### src/hw/rtl/gma_pkg.sv
// Package for the gated moving average core: field widths, limits and
// the transaction, result and window write types used across the modules.
// No dependencies.
package gma_pkg;

  localparam int unsigned DATA_W         = 16;
  localparam int unsigned TOL_W          = 15;
  localparam int unsigned ERR_W          = 16;
  localparam int unsigned WARN_W         = 8;
  localparam int unsigned WARM_W         = 2;
  localparam int unsigned WINDOW_LEN_DEF = 8;
  localparam int unsigned RESTART_LIMIT  = 5;
  localparam int unsigned READY_PASSES   = 2;
  localparam int unsigned WARM_MAX       = 3;
  localparam logic [TOL_W-1:0] TOL_RESET = 15'd100;

  typedef enum logic {
    MODE_READ   = 1'b0,
    MODE_PRESET = 1'b1
  } mode_e;

  typedef struct packed {
    logic                     sample_ok;
    mode_e                    mode;
    logic signed [DATA_W-1:0] sample;
  } item_t;

  typedef struct packed {
    logic [WARN_W-1:0]        warning_count;
    logic [ERR_W-1:0]         errors_in_row;
    logic signed [DATA_W-1:0] window_average;
    logic signed [DATA_W-1:0] latest_value;
    logic                     ready_res;
  } result_t;

  typedef struct packed {
    logic                     we;
    logic                     preset;
    logic signed [DATA_W-1:0] data;
  } win_wr_t;

endpackage

### src/hw/rtl/gma_avg_div.sv
// Divides the signed window sum by the window length, truncating toward
// zero, using a reciprocal multiplication. Depends on gma_pkg.
module gma_avg_div #(
  parameter int unsigned WINDOW_LEN = gma_pkg::WINDOW_LEN_DEF,
  parameter int unsigned SUM_W      = gma_pkg::DATA_W + $clog2(WINDOW_LEN)
) (
  input  logic signed [SUM_W-1:0]           sum_i,
  output logic signed [gma_pkg::DATA_W-1:0] avg_o
);
  import gma_pkg::*;

  localparam int unsigned LOG_D  = $clog2(WINDOW_LEN);
  localparam int unsigned SHIFT  = SUM_W + LOG_D;
  localparam int unsigned M_W    = SUM_W + 2;
  localparam int unsigned PROD_W = SUM_W + M_W;
  localparam longint unsigned MULT_L =
    ((64'd1 << SHIFT) + 64'(WINDOW_LEN) - 64'd1) / 64'(WINDOW_LEN);
  localparam logic [M_W-1:0] MULT = M_W'(MULT_L);

  logic              neg;
  logic [SUM_W-1:0]  mag;
  logic [PROD_W-1:0] prod;
  logic [DATA_W-1:0] quot;

  always_comb begin
    neg   = sum_i[SUM_W-1];
    mag   = neg ? (~sum_i + SUM_W'(1)) : sum_i;
    prod  = PROD_W'(mag) * PROD_W'(MULT);
    quot  = DATA_W'(prod >> SHIFT);
    avg_o = neg ? $signed(~quot + DATA_W'(1)) : $signed(quot);
  end

endmodule

### src/hw/rtl/gma_window.sv
// Sample window storage: a memory with a registered read, per-entry
// fresh bits and a preset value that stands in for stale entries. Depends on gma_pkg.
module gma_window #(
  parameter int unsigned WINDOW_LEN = gma_pkg::WINDOW_LEN_DEF,
  parameter int unsigned AW         = $clog2(WINDOW_LEN)
) (
  input  logic                              clk_i,
  input  logic                              rst_ni,
  input  gma_pkg::win_wr_t                  wr_i,
  input  logic [AW-1:0]                     wr_addr_i,
  input  logic [AW-1:0]                     rd_addr_i,
  input  logic [AW-1:0]                     cur_addr_i,
  output logic signed [gma_pkg::DATA_W-1:0] old_o
);
  import gma_pkg::*;

  logic signed [DATA_W-1:0] mem [WINDOW_LEN];
  logic signed [DATA_W-1:0] rd_q;
  logic signed [DATA_W-1:0] preset_q;
  logic [WINDOW_LEN-1:0]    fresh_q;

  always_ff @(posedge clk_i) begin
    if (wr_i.we) begin
      mem[wr_addr_i] <= wr_i.data;
    end
    if (wr_i.we && (wr_addr_i == rd_addr_i)) begin
      rd_q <= wr_i.data;
    end else begin
      rd_q <= mem[rd_addr_i];
    end
  end

  always_ff @(posedge clk_i or negedge rst_ni) begin
    if (!rst_ni) begin
      fresh_q  <= '0;
      preset_q <= '0;
    end else if (wr_i.preset) begin
      fresh_q  <= '0;
      preset_q <= wr_i.data;
    end else if (wr_i.we) begin
      fresh_q[wr_addr_i] <= 1'b1;
    end
  end

  assign old_o = fresh_q[cur_addr_i] ? rd_q : preset_q;

  a_preset_clears : assert property (@(posedge clk_i) disable iff (!rst_ni)
    $past(wr_i.preset) |-> (fresh_q == '0))
    else $error("Window entries stayed fresh after a preset.");

endmodule

### src/hw/rtl/gma_ctrl.sv
// Per-transaction update of the running sum, average, warm-up state and
// error counters, and assembly of the result. Depends on gma_pkg and gma_avg_div.
module gma_ctrl #(
  parameter int unsigned WINDOW_LEN = gma_pkg::WINDOW_LEN_DEF,
  parameter int unsigned AW         = $clog2(WINDOW_LEN)
) (
  input  logic                              clk_i,
  input  logic                              rst_ni,
  input  logic                              advance_i,
  input  gma_pkg::item_t                    item_i,
  input  logic [gma_pkg::TOL_W-1:0]         tol_i,
  input  logic signed [gma_pkg::DATA_W-1:0] old_i,
  output gma_pkg::win_wr_t                  wr_o,
  output logic [AW-1:0]                     wr_addr_o,
  output logic [AW-1:0]                     rd_addr_o,
  output gma_pkg::result_t                  result_o
);
  import gma_pkg::*;

  localparam int unsigned SUM_W    = DATA_W + AW;
  localparam logic [AW-1:0] LAST_POS = AW'(WINDOW_LEN - 1);
  localparam logic [AW-1:0] POS_ONE  = AW'(1);
  localparam logic signed [SUM_W-1:0] LEN_S = SUM_W'(WINDOW_LEN);

  logic [AW-1:0]            pos_q, pos_d, pos_inc;
  logic [WARM_W-1:0]        warm_q, warm_d;
  logic                     ready_q, ready_d;
  logic [ERR_W-1:0]         err_q, err_d, err_inc;
  logic [WARN_W-1:0]        warn_q, warn_d;
  logic signed [SUM_W-1:0]  sum_q, sum_d, sum_acc, v_ext;
  logic signed [DATA_W-1:0] avg_q, avg_d, avg_acc;
  logic signed [DATA_W-1:0] last_q, last_d;
  logic signed [DATA_W+1:0] v_w, hi, lo;
  logic                     in_band, accept, restart;

  gma_avg_div #(
    .WINDOW_LEN(WINDOW_LEN),
    .SUM_W     (SUM_W)
  ) u_div (
    .sum_i(sum_acc),
    .avg_o(avg_acc)
  );

  always_comb begin
    v_ext   = SUM_W'(item_i.sample);
    sum_acc = sum_q + v_ext - SUM_W'(old_i);
    v_w     = (DATA_W+2)'(item_i.sample);
    hi      = (DATA_W+2)'(avg_q) + $signed({3'b000, tol_i});
    lo      = (DATA_W+2)'(avg_q) - $signed({3'b000, tol_i});
    in_band = !((v_w > hi) || (v_w < lo));
    err_inc = (err_q == '1) ? err_q : err_q + ERR_W'(1);
    pos_inc = (pos_q == LAST_POS) ? '0 : pos_q + POS_ONE;
    accept  = ready_q ? in_band : ((warm_q == '0) || in_band);
  end

  always_comb begin
    pos_d   = pos_q;
    warm_d  = warm_q;
    ready_d = ready_q;
    err_d   = err_q;
    warn_d  = warn_q;
    sum_d   = sum_q;
    avg_d   = avg_q;
    last_d  = last_q;
    restart = 1'b0;
    wr_o    = '{we: 1'b0, preset: 1'b0, data: item_i.sample};
    if (advance_i) begin
      if (item_i.mode == MODE_PRESET) begin
        wr_o.preset = 1'b1;
        sum_d       = v_ext * LEN_S;
        avg_d       = item_i.sample;
        last_d      = item_i.sample;
      end else if (!item_i.sample_ok) begin
        err_d   = err_inc;
        restart = ready_q && (err_inc > ERR_W'(RESTART_LIMIT));
      end else begin
        if (accept) begin
          err_d    = '0;
          sum_d    = sum_acc;
          avg_d    = avg_acc;
          last_d   = item_i.sample;
          pos_d    = pos_inc;
          wr_o.we  = 1'b1;
        end else begin
          err_d  = err_inc;
          warn_d = warn_q + WARN_W'(1);
        end
        if (ready_q) begin
          restart = err_d > ERR_W'(RESTART_LIMIT);
        end else begin
          if ((pos_d == '0) && (warm_q < WARM_W'(WARM_MAX))) begin
            warm_d = warm_q + WARM_W'(1);
          end
          if (warm_d >= WARM_W'(READY_PASSES)) begin
            ready_d = 1'b1;
          end
        end
      end
      if (restart) begin
        ready_d = 1'b0;
        warm_d  = '0;
        pos_d   = POS_ONE;
      end
    end
  end

  always_comb begin
    result_o.ready_res      = ready_d;
    result_o.latest_value   = ready_d ? last_d : '0;
    result_o.window_average = ready_d ? avg_d : '0;
    result_o.errors_in_row  = err_d;
    result_o.warning_count  = warn_d;
  end

  assign wr_addr_o = pos_q;
  assign rd_addr_o = pos_d;

  always_ff @(posedge clk_i or negedge rst_ni) begin
    if (!rst_ni) begin
      pos_q   <= POS_ONE;
      warm_q  <= '0;
      ready_q <= 1'b0;
      err_q   <= '0;
      warn_q  <= '0;
      sum_q   <= '0;
      avg_q   <= '0;
      last_q  <= '0;
    end else begin
      pos_q   <= pos_d;
      warm_q  <= warm_d;
      ready_q <= ready_d;
      err_q   <= err_d;
      warn_q  <= warn_d;
      sum_q   <= sum_d;
      avg_q   <= avg_d;
      last_q  <= last_d;
    end
  end

  a_restart_cause : assert property (@(posedge clk_i) disable iff (!rst_ni)
    $fell(ready_q) |-> (err_q > ERR_W'(RESTART_LIMIT)))
    else $error("Warm-up restarted without a long error run.");

  a_warm_ready : assert property (@(posedge clk_i) disable iff (!rst_ni)
    (warm_q >= WARM_W'(READY_PASSES)) |-> ready_q)
    else $error("Enough warm-up passes seen but block not ready.");

endmodule

### src/hw/rtl/gated_moving_average_core.sv
// Top level of the gated moving average: stream ports, input and result
// registers, tolerance register. Depends on gma_pkg, gma_window and gma_ctrl.
//
//   Channel   Direction  Handshake                 Payload
//   s_axis    in         s_axis_tvalid/tready      tdata: sample; tuser: mode, sample_ok
//   m_axis    out        m_axis_tvalid/tready      tdata: latest, average, errors, warnings
//   cfg       in         cfg_we_i (always taken)   cfg_wdata_i: tolerance_hundredths
//
// One transaction per cycle while results are taken: each item is held in the input
// register, and its result is registered into the result register when it advances.
// The running-sum add followed by the reciprocal multiply sets the critical path.
// Reset clears the window, counters and state; no clearing pass is needed.
// A stalled result holds its register while one further input is still taken.
module gated_moving_average_core #(
  parameter int unsigned WINDOW_LEN = gma_pkg::WINDOW_LEN_DEF
) (
  input  logic                        clk_i,
  input  logic                        rst_ni,
  input  logic                        s_axis_tvalid,
  output logic                        s_axis_tready,
  input  logic [15:0]                 s_axis_tdata,  // [15:0] sample
  input  logic [1:0]                  s_axis_tuser,  // [0] mode, [1] sample_ok
  output logic                        m_axis_tvalid,
  input  logic                        m_axis_tready,
  // [15:0] latest_value, [31:16] window_average, [47:32] errors_in_row,
  // [55:48] warning_count
  output logic [55:0]                 m_axis_tdata,
  output logic                        m_axis_tuser,  // [0] ready_res
  input  logic                        cfg_we_i,
  input  logic [gma_pkg::TOL_W-1:0]   cfg_wdata_i
);
  import gma_pkg::*;

  localparam int unsigned AW = $clog2(WINDOW_LEN);

  logic                     in_valid_q;
  item_t                    in_item_q;
  logic                     out_valid_q;
  result_t                  out_q;
  result_t                  result;
  logic [TOL_W-1:0]         tol_q;
  logic                     advance;
  win_wr_t                  win_wr;
  logic [AW-1:0]            wr_addr, rd_addr;
  logic signed [DATA_W-1:0] old_val;

  assign advance       = in_valid_q && (!out_valid_q || m_axis_tready);
  assign s_axis_tready = !in_valid_q || advance;

  always_ff @(posedge clk_i or negedge rst_ni) begin
    if (!rst_ni) begin
      tol_q <= TOL_RESET;
    end else if (cfg_we_i) begin
      tol_q <= cfg_wdata_i;
    end
  end

  always_ff @(posedge clk_i or negedge rst_ni) begin
    if (!rst_ni) begin
      in_valid_q  <= 1'b0;
      out_valid_q <= 1'b0;
    end else begin
      if (s_axis_tready) begin
        in_valid_q <= s_axis_tvalid;
      end
      if (advance) begin
        out_valid_q <= 1'b1;
      end else if (m_axis_tready) begin
        out_valid_q <= 1'b0;
      end
    end
  end

  always_ff @(posedge clk_i) begin
    if (s_axis_tvalid && s_axis_tready) begin
      in_item_q <= '{sample_ok: s_axis_tuser[1], mode: mode_e'(s_axis_tuser[0]),
                     sample: s_axis_tdata};
    end
    if (advance) begin
      out_q <= result;
    end
  end

  gma_window #(
    .WINDOW_LEN(WINDOW_LEN),
    .AW        (AW)
  ) u_window (
    .clk_i     (clk_i),
    .rst_ni    (rst_ni),
    .wr_i      (win_wr),
    .wr_addr_i (wr_addr),
    .rd_addr_i (rd_addr),
    .cur_addr_i(wr_addr),
    .old_o     (old_val)
  );

  gma_ctrl #(
    .WINDOW_LEN(WINDOW_LEN),
    .AW        (AW)
  ) u_ctrl (
    .clk_i    (clk_i),
    .rst_ni   (rst_ni),
    .advance_i(advance),
    .item_i   (in_item_q),
    .tol_i    (tol_q),
    .old_i    (old_val),
    .wr_o     (win_wr),
    .wr_addr_o(wr_addr),
    .rd_addr_o(rd_addr),
    .result_o (result)
  );

  assign m_axis_tvalid = out_valid_q;
  assign m_axis_tuser  = out_q.ready_res;
  assign m_axis_tdata  = {out_q.warning_count, out_q.errors_in_row,
                          out_q.window_average, out_q.latest_value};

  a_not_ready_zero : assert property (@(posedge clk_i) disable iff (!rst_ni)
    (m_axis_tvalid && !m_axis_tuser) |-> (m_axis_tdata[31:0] == 32'd0))
    else $error("Values shown while the block is not initialized.");

endmodule

### config.mk
export PLATFORM = sky130hd
export DESIGN_NAME = gated_moving_average_core
export DESIGN_NICKNAME = d
export VERILOG_FILES = /design/src/hw/rtl/gma_pkg.sv /design/src/hw/rtl/gma_avg_div.sv /design/src/hw/rtl/gma_window.sv /design/src/hw/rtl/gma_ctrl.sv /design/src/hw/rtl/gated_moving_average_core.sv
export SDC_FILE = /design/constraint.sdc
export NUM_CORES = 1
export LEC_CHECK = 0
export BUFFER_PORTS_ARGS = -buffer_cell sky130_fd_sc_hd__buf_4
export CELL_PAD_IN_SITES_DETAIL_PLACEMENT = 0
export CELL_PAD_IN_SITES_GLOBAL_PLACEMENT = 1
export CORE_MARGIN = 4
export CORE_UTILIZATION = 48
export DETAILED_ROUTE_END_ITERATION = 12
export GPL_TIMING_DRIVEN = 0
export HOLD_SLACK_MARGIN = 0.03
export PLACE_DENSITY = 0.81
export SLEW_MARGIN = 20
export SYNTH_ARGS = -nofsm -noshare
export SYNTH_HDL_FRONTEND = slang
export SYNTH_SLANG_ARGS = --single-unit
### constraint.sdc
create_clock -name clk_i -period 9.7 [get_ports clk_i]
set_clock_uncertainty 0.05 [all_clocks]
set_input_delay 0.97 -clock clk_i [delete_from_list [all_inputs] [get_ports clk_i]]
set_output_delay 0.97 -clock clk_i [all_outputs]
set_load 0.1 [all_outputs]
Word-level counts from Yosys, hierarchy flattened
Memories as Yosys holds them, arrays and structs flattened. A register that Yosys moved wholly into a read port is not among the register bits.
Index checks and enable logic that the tools add are counted.

cells by class
  magnitude comparators = 8
  $add $sub $neg = 10
  reductions and logical operators = 21
  bitwise gates (word level) = 3
  muxes and demuxes = 70
  equality and inequality tests = 4

operators with widths
  cell                                                                               number
  16-bit 2-to-1 mux                                                                  18
  19-bit 2-to-1 mux                                                                  4
  8-bit 2-to-1 mux                                                                   6
  16-bit by 1-bit adder with 16-bit output (second input constant)                   2
  16-bit by 3-bit greater-than comparator with 1-bit output (second input constant)  2
  3-bit 2-to-1 mux                                                                   9
  1-bit 2-to-1 mux                                                                   21
  2-bit 2-to-1 mux                                                                   10
  19-bit by 16-bit adder with 19-bit output                                          1
  19-bit by 2-bit adder with 19-bit output (second input constant)                   1
  19-bit NOT                                                                         1
  19-bit by 16-bit subtractor with 19-bit output                                     1
  16-bit by 16-bit adder with 17-bit output                                          1
  16-bit by 17-bit greater-than comparator with 1-bit output                         1
  16-bit by 17-bit < comparator with 1-bit output                                    1
  16-bit by 16-bit subtractor with 17-bit output                                     1
  16-bit equality test (second input constant)                                       1
  16-bit NOT                                                                         1
  2-bit nonzero test                                                                 5
  8-bit by 1-bit adder with 8-bit output (second input constant)                     1
  8-bit bitwise OR                                                                   1
  1-bit logical AND                                                                  5
  1-bit logical OR                                                                   4
  3-bit by 4-bit < comparator with 1-bit output (second input constant)              1
  other kinds (15)                                                                   17

word-level totals
  memories kept = 1
  word-level logic and storage cells = 138
  output and inout port bits = 59
  input bits = 38
  RAM bits = 128
  flip-flop bits (word level) = 197

memory list
  name          words  width  rd ports  clocked after memory_dff  write ports  line              source
  u_window.mem  8      16     1         1                         1            gma_window.sv:17  logic signed [DATA_W-1:0] mem [WINDOW_LEN];

Longest topological paths before layout
  depth in word-level cells = 24
  mapped depth = 29
  mapped depth without buffers = 27

Modules after synthesis
From an unflattened synthesis, not the netlist that was laid out.

second synthesis, totals
  cells, all modules = 1453
  area, all modules = 17937.2 um2

modules (own cells, without submodules)
  module                     instances  sequential area each (um2)  cells an instance  area an instance (um2)
  gma_ctrl                   1          2028.2                      971                8149.1
  gma_window                 1          4504.3                      274                6143.4
  gated_moving_average_core  1          2681.3                      115                2957.8
  gma_avg_div                1          0.0                         93                 686.9

Worst setup path before layout
Ideal clock, no wire load.

  kind = reg2reg
  start point = register u_ctrl.pos_q[0] (netlist: u_ctrl.wr_addr_o[0])
  end point = register out_q (netlist bit m_axis_tdata[24]) (data pin)
  arrival time = 6.681 ns
  buffers on the path = 4
  path slack = 2.837 ns
  stages on the path, launching flop included = 28
  setup time = 0.131 ns
  data required time = 9.519 ns
  clock period less this slack = 6.863 ns
  path through = dfstp_2 > clkbuf_1 > mux2i_1 > nor2_1 > a31oi_1 > o22ai_1 > a31oi_1 > clkbuf_1 > mux2_2 > fa_1 > inv_1 > ha_1 > and2_1 > a311oi_1 > o21ai_2 > a21o_1 > a211oi_1 > buf_2 > buf_2 > nor2b_1 > xnor2_1 > ha_1 > o21ai_0 > a311o_4 > xor2_1 > or4_1 > nand3_1 > and2_1

on the way
  elaborated cells on any way between the ends = 35
  classes of those cells = 4 x add/sub; 1 x order compare; 1 x eq/ne; 25 x mux; 2 x bitwise; 2 x reduce/logical

RTL lines
  what                                                line                             source
  start: declaration                                  gma_ctrl.sv:25                   logic [AW-1:0] pos_q, pos_d, pos_inc;
  start signal: assignment                            gma_ctrl.sv:129                  pos_q <= pos_d;
  1-bit binary-select mux with 3-bit select (*)       gma_window.sv:45                 assign old_o = fresh_q[cur_addr_i] ? rd_q : preset_q;
  1-bit 2-to-1 mux (not written as such) (*)          gma_window.sv:45
  16-bit 2-to-1 mux (*)                               gma_window.sv:45
  19-bit by 16-bit subtractor with 19-bit output (*)  gma_ctrl.sv:46                   sum_acc = sum_q + v_ext - SUM_W'(old_i);
  19-bit NOT                                          gma_avg_div.sv:27                mag = neg ? (~sum_i + SUM_W'(1)) : sum_i;
  19-bit by 2-bit adder with 19-bit output            gma_avg_div.sv:27
  19-bit 2-to-1 mux                                   gma_avg_div.sv:27
  16-bit NOT                                          gma_avg_div.sv:30                avg_o = neg ? $signed(~quot + DATA_W'(1)) : $signed(quot);
  16-bit by 1-bit adder with 16-bit output            gma_avg_div.sv:30
  16-bit 2-to-1 mux (*)                               gma_avg_div.sv:30
  16-bit 2-to-1 mux (*)                               gma_ctrl.sv:77                   if (accept) begin
  16-bit 2-to-1 mux (*)                               gma_ctrl.sv:73                   end else if (!item_i.sample_ok) begin
  16-bit 2-to-1 mux (*)                               gma_ctrl.sv:68                   if (item_i.mode == MODE_PRESET) begin
  16-bit 2-to-1 mux (*)                               gma_ctrl.sv:67                   if (advance_i) begin
  named net u_ctrl.avg_d[8]                           gma_ctrl.sv:31                   logic signed [DATA_W-1:0] avg_q, avg_d, avg_acc;
  end signal: assignment                              gated_moving_average_core.sv:80  out_q <= result;
  end: declaration                                    gated_moving_average_core.sv:39  result_t out_q;

Mark *: on every way through the listed nets, which the timed path passes. The rest lies on a longest branch. The select of a mux whose other input is x is not followed.
A chain may end at the register's enable or synchronous reset.

Worst setup path after layout
Same ends and word-level chain as after synthesis.

==> results.toml <==
[yosys]
synth_ff_type = "edfxtp_1"
ys_warn_count = 0
synth_cells = 1546
synth_edf_count = 203
synth_seq_area_share_pct = 53.5
yosys.cell_types.count = 85
netlist_area_mm2 = 0.0177
synthArstFlopShare_pct = 35.8
syn_area_per_cell_um2 = 11.4
synth_nets = 1694
ys_seq_elements = 341

[placement]
dpl.hpwl_mm = 32.4
placed_area_mm2 = 0.0192
dp_cells = 2121
io_buffers = 95
pre_cts_ws_ps = 1380
gp_congestion = 0.903

[route]
routed_wirelength_mm = 45.1
drc_errors = 0
drt_pass1_iterations = 5
ant_nets = 0
vias_per_cell = 5.62
wl_per_cell_um = 20.6
first_iter_violations = 774
vias = 12291

[floorplanning]
coreArea_mm2 = 0.0365
ioPinCount = 97
die_x_um = 200
row_count = 70
die_area_mm2 = 0.0400
initial_utilization_pct = 48.5
die_y_um = 200

[clock_network]
ctsHoldBuffers = 0
cts_buffers = 36
post_cts_buffers = 0
tritoncts = "done"
htreeDepth = 2
cts.sinks = 341
cts_root_buf = "clkbuf_16"
clk_latency_ps = 560
path_clk_slew_ps = 60
cts.repair.resized = 0
clock_path_buffers = 3

[sta]
finalSetupViolations = 0
rsz0062_at_grt = "false"
post-route-min-period_ps = 8390
layout_setup_ws_ps = 1310
period_share_pct = 86.5
tightest_slew_ps = 1080
finalHoldViolCount = 0
drv_slew = 0
timing.fmax_ghz = 0.119
slew-limit-headroom_pct = 26.7
timing.setup.tns_ps = 0

[cells_and_area]
final_nets = 1839
antenna_cells = 0
syn2layout_area_growth_pct = 14.8
drive_gt1_share_pct = 14.2
fillCellCount = 3134
fin_cells = 2187
fin_area_mm2 = 0.0203

[grt]
antenna_found_initial = 0
overflow = 0
grt_max_degree = 66
groute.usage.overall_pct = 22.5
grt_pass1_wl_mm = 69.4
grt_pass1_vias = 11978

[outcome]
status = "completed"

[flow_run]
max-cap-violations = 0

[setup_path]
cp_max_fo = 10
worst_setup_path_start_kind = "flip-flop"
r2r_slack_ps = 1310
crit_arrival_ps = 8760
crit_required_ps = 10060
cp-end-kind = "flip-flop"
path_class = "flip-flop to flip-flop"

[hold_path]
worstHoldPathType = "input pin to async pin"
[flip-flops by register name, indices dropped and copies added, names as in the netlist, 3 cells and up]
name,count
in_item_q,18
tol_q,15
u_ctrl.err_q,16
u_ctrl.wr_addr_o,3
u_window.fresh_q,8
u_window.rd_q,16
m_axis_tdata,56
u_ctrl.sum_q,19
u_window.mem,128
u_ctrl.avg_q,16
u_window.preset_q,16
u_ctrl.last_q,16
u_ctrl.warn_q,8
[per-layer routing]
layer | vias to the layer above | global-route usage (%) | part of all wire (%)
met5 | - | 0 | 0
met4 | 0 | 5.76 | 2.5
met3 | 67 | 2.75 | 4.4
met2 | 324 | 36.6 | 48
met1 | 6005 | 32.5 | 46
li1 | 5895 | - | -
[cells in the mapped netlist (20+ instances only)]
cell	count	area [um2]
ha_1	90	1130
a22o_1	23	201
a21oi_1	65	325
edfxtp_1	203	6100
clkbuf_1	36	135
nor2_1	90	338
fa_1	20	400
mux2i_1	84	841
dfrtp_1	118	2950
nor3_1	20	100
xnor2_1	40	350
o21ai_0	104	521
inv_1	128	480
nand3_1	32	160
nand2_1	119	447
and2_1	38	238
[through the flow]
stage	util (%)	hold WS (ps)
floorplan	-	389
global placement	52.0	405
detailed placement	52.5	417
CTS	55.6	348
global route	55.6	371
finish	55.6	341
[worst max-delay path: stages (launching register included)]
cell      delay [ps]
dfstp_2          580
clkbuf_1         410
mux2i_1          240
nor2_1            50
a31oi_1          180
o22ai_1          120
a31oi_2          650
clkbuf_1         570
mux2_2           420
fa_1             480
inv_1             50
ha_1             380
and2_1           200
a311oi_1         290
o21ai_2          160
a21o_1           190
a211oi_1         590
buf_2            370
buf_2            270
nor2b_1           80
xnor2_1          150
ha_1             270
o21ai_0          140
a311o_4          440
xor2_1           170
or4_1            420
nand3_1          140
and2_1           150
[area by class of cell]
type | count | area [um2] | area share, %
plain buffers | 57 | 265 | 1.31
clock buffers | 43 | 937 | 4.61
inverters | 129 | 484 | 2.38
clock inverters | 23 | 203 | 0.998
flip-flops and latches | 341 | 9470 | 46.6
well taps | 468 | 586 | 2.88
repair buffers | 107 | 853 | 4.20
multi-input cells | 1019 | 7520 | 37.0
[final timing paths]
| kind | cells past startpoint | to | start |
|---|---|---|---|
| min | 1 | u_ctrl.err_q[15] | rst_ni |
| max | 27 | m_axis_tdata[24] | u_ctrl.wr_addr_o[0] |
| min in group clk_i | 1 | u_ctrl.warn_q[7] | u_ctrl.warn_q[7] |
| min reg2reg | 1 | u_ctrl.warn_q[7] | u_ctrl.warn_q[7] |
| max in group asynchronous | 2 | tol_q[2] | rst_ni |
| max reg2reg | 27 | m_axis_tdata[24] | u_ctrl.wr_addr_o[0] |
[cells in the final DEF (no fill, tap or decap), drive strengths merged, types with 21 or more instances in the layout]
cell / synthesis / final
nand3: 32 / 32
and2: 40 / 40
inv: 128 / 128
clkbuf: 39 / 82
a21oi: 68 / 68
xnor2: 40 / 40
ha: 90 / 90
edfxtp: 203 / 203
nor2: 90 / 90
buf: 18 / 125
mux2i: 84 / 84
nor3: 21 / 21
a22o: 23 / 23
o21ai: 112 / 112
nand2: 119 / 119
dfrtp: 118 / 118
[logic make-up (layout without fill, tap and decap cells)]
| logic type | after synthesis | in the layout | synth area share (%) |
|---|---|---|---|
| muxes | 103 | 103 | 5.96 |
| and+or+nand+nor | 399 | 399 | 11.3 |
| xor gates and xnor gates | 59 | 59 | 2.92 |
| DFF | 341 | 341 | 53.5 |
| adders and majority gates | 110 | 110 | 8.63 |
| AOI/OAI and AO/OA | 348 | 348 | 13.4 |
| buffers and inverters | 186 | 359 | 4.21 |
Power is not shown: default switching activity piles up to over one toggle a cycle in this logic, so the estimate is an artifact.
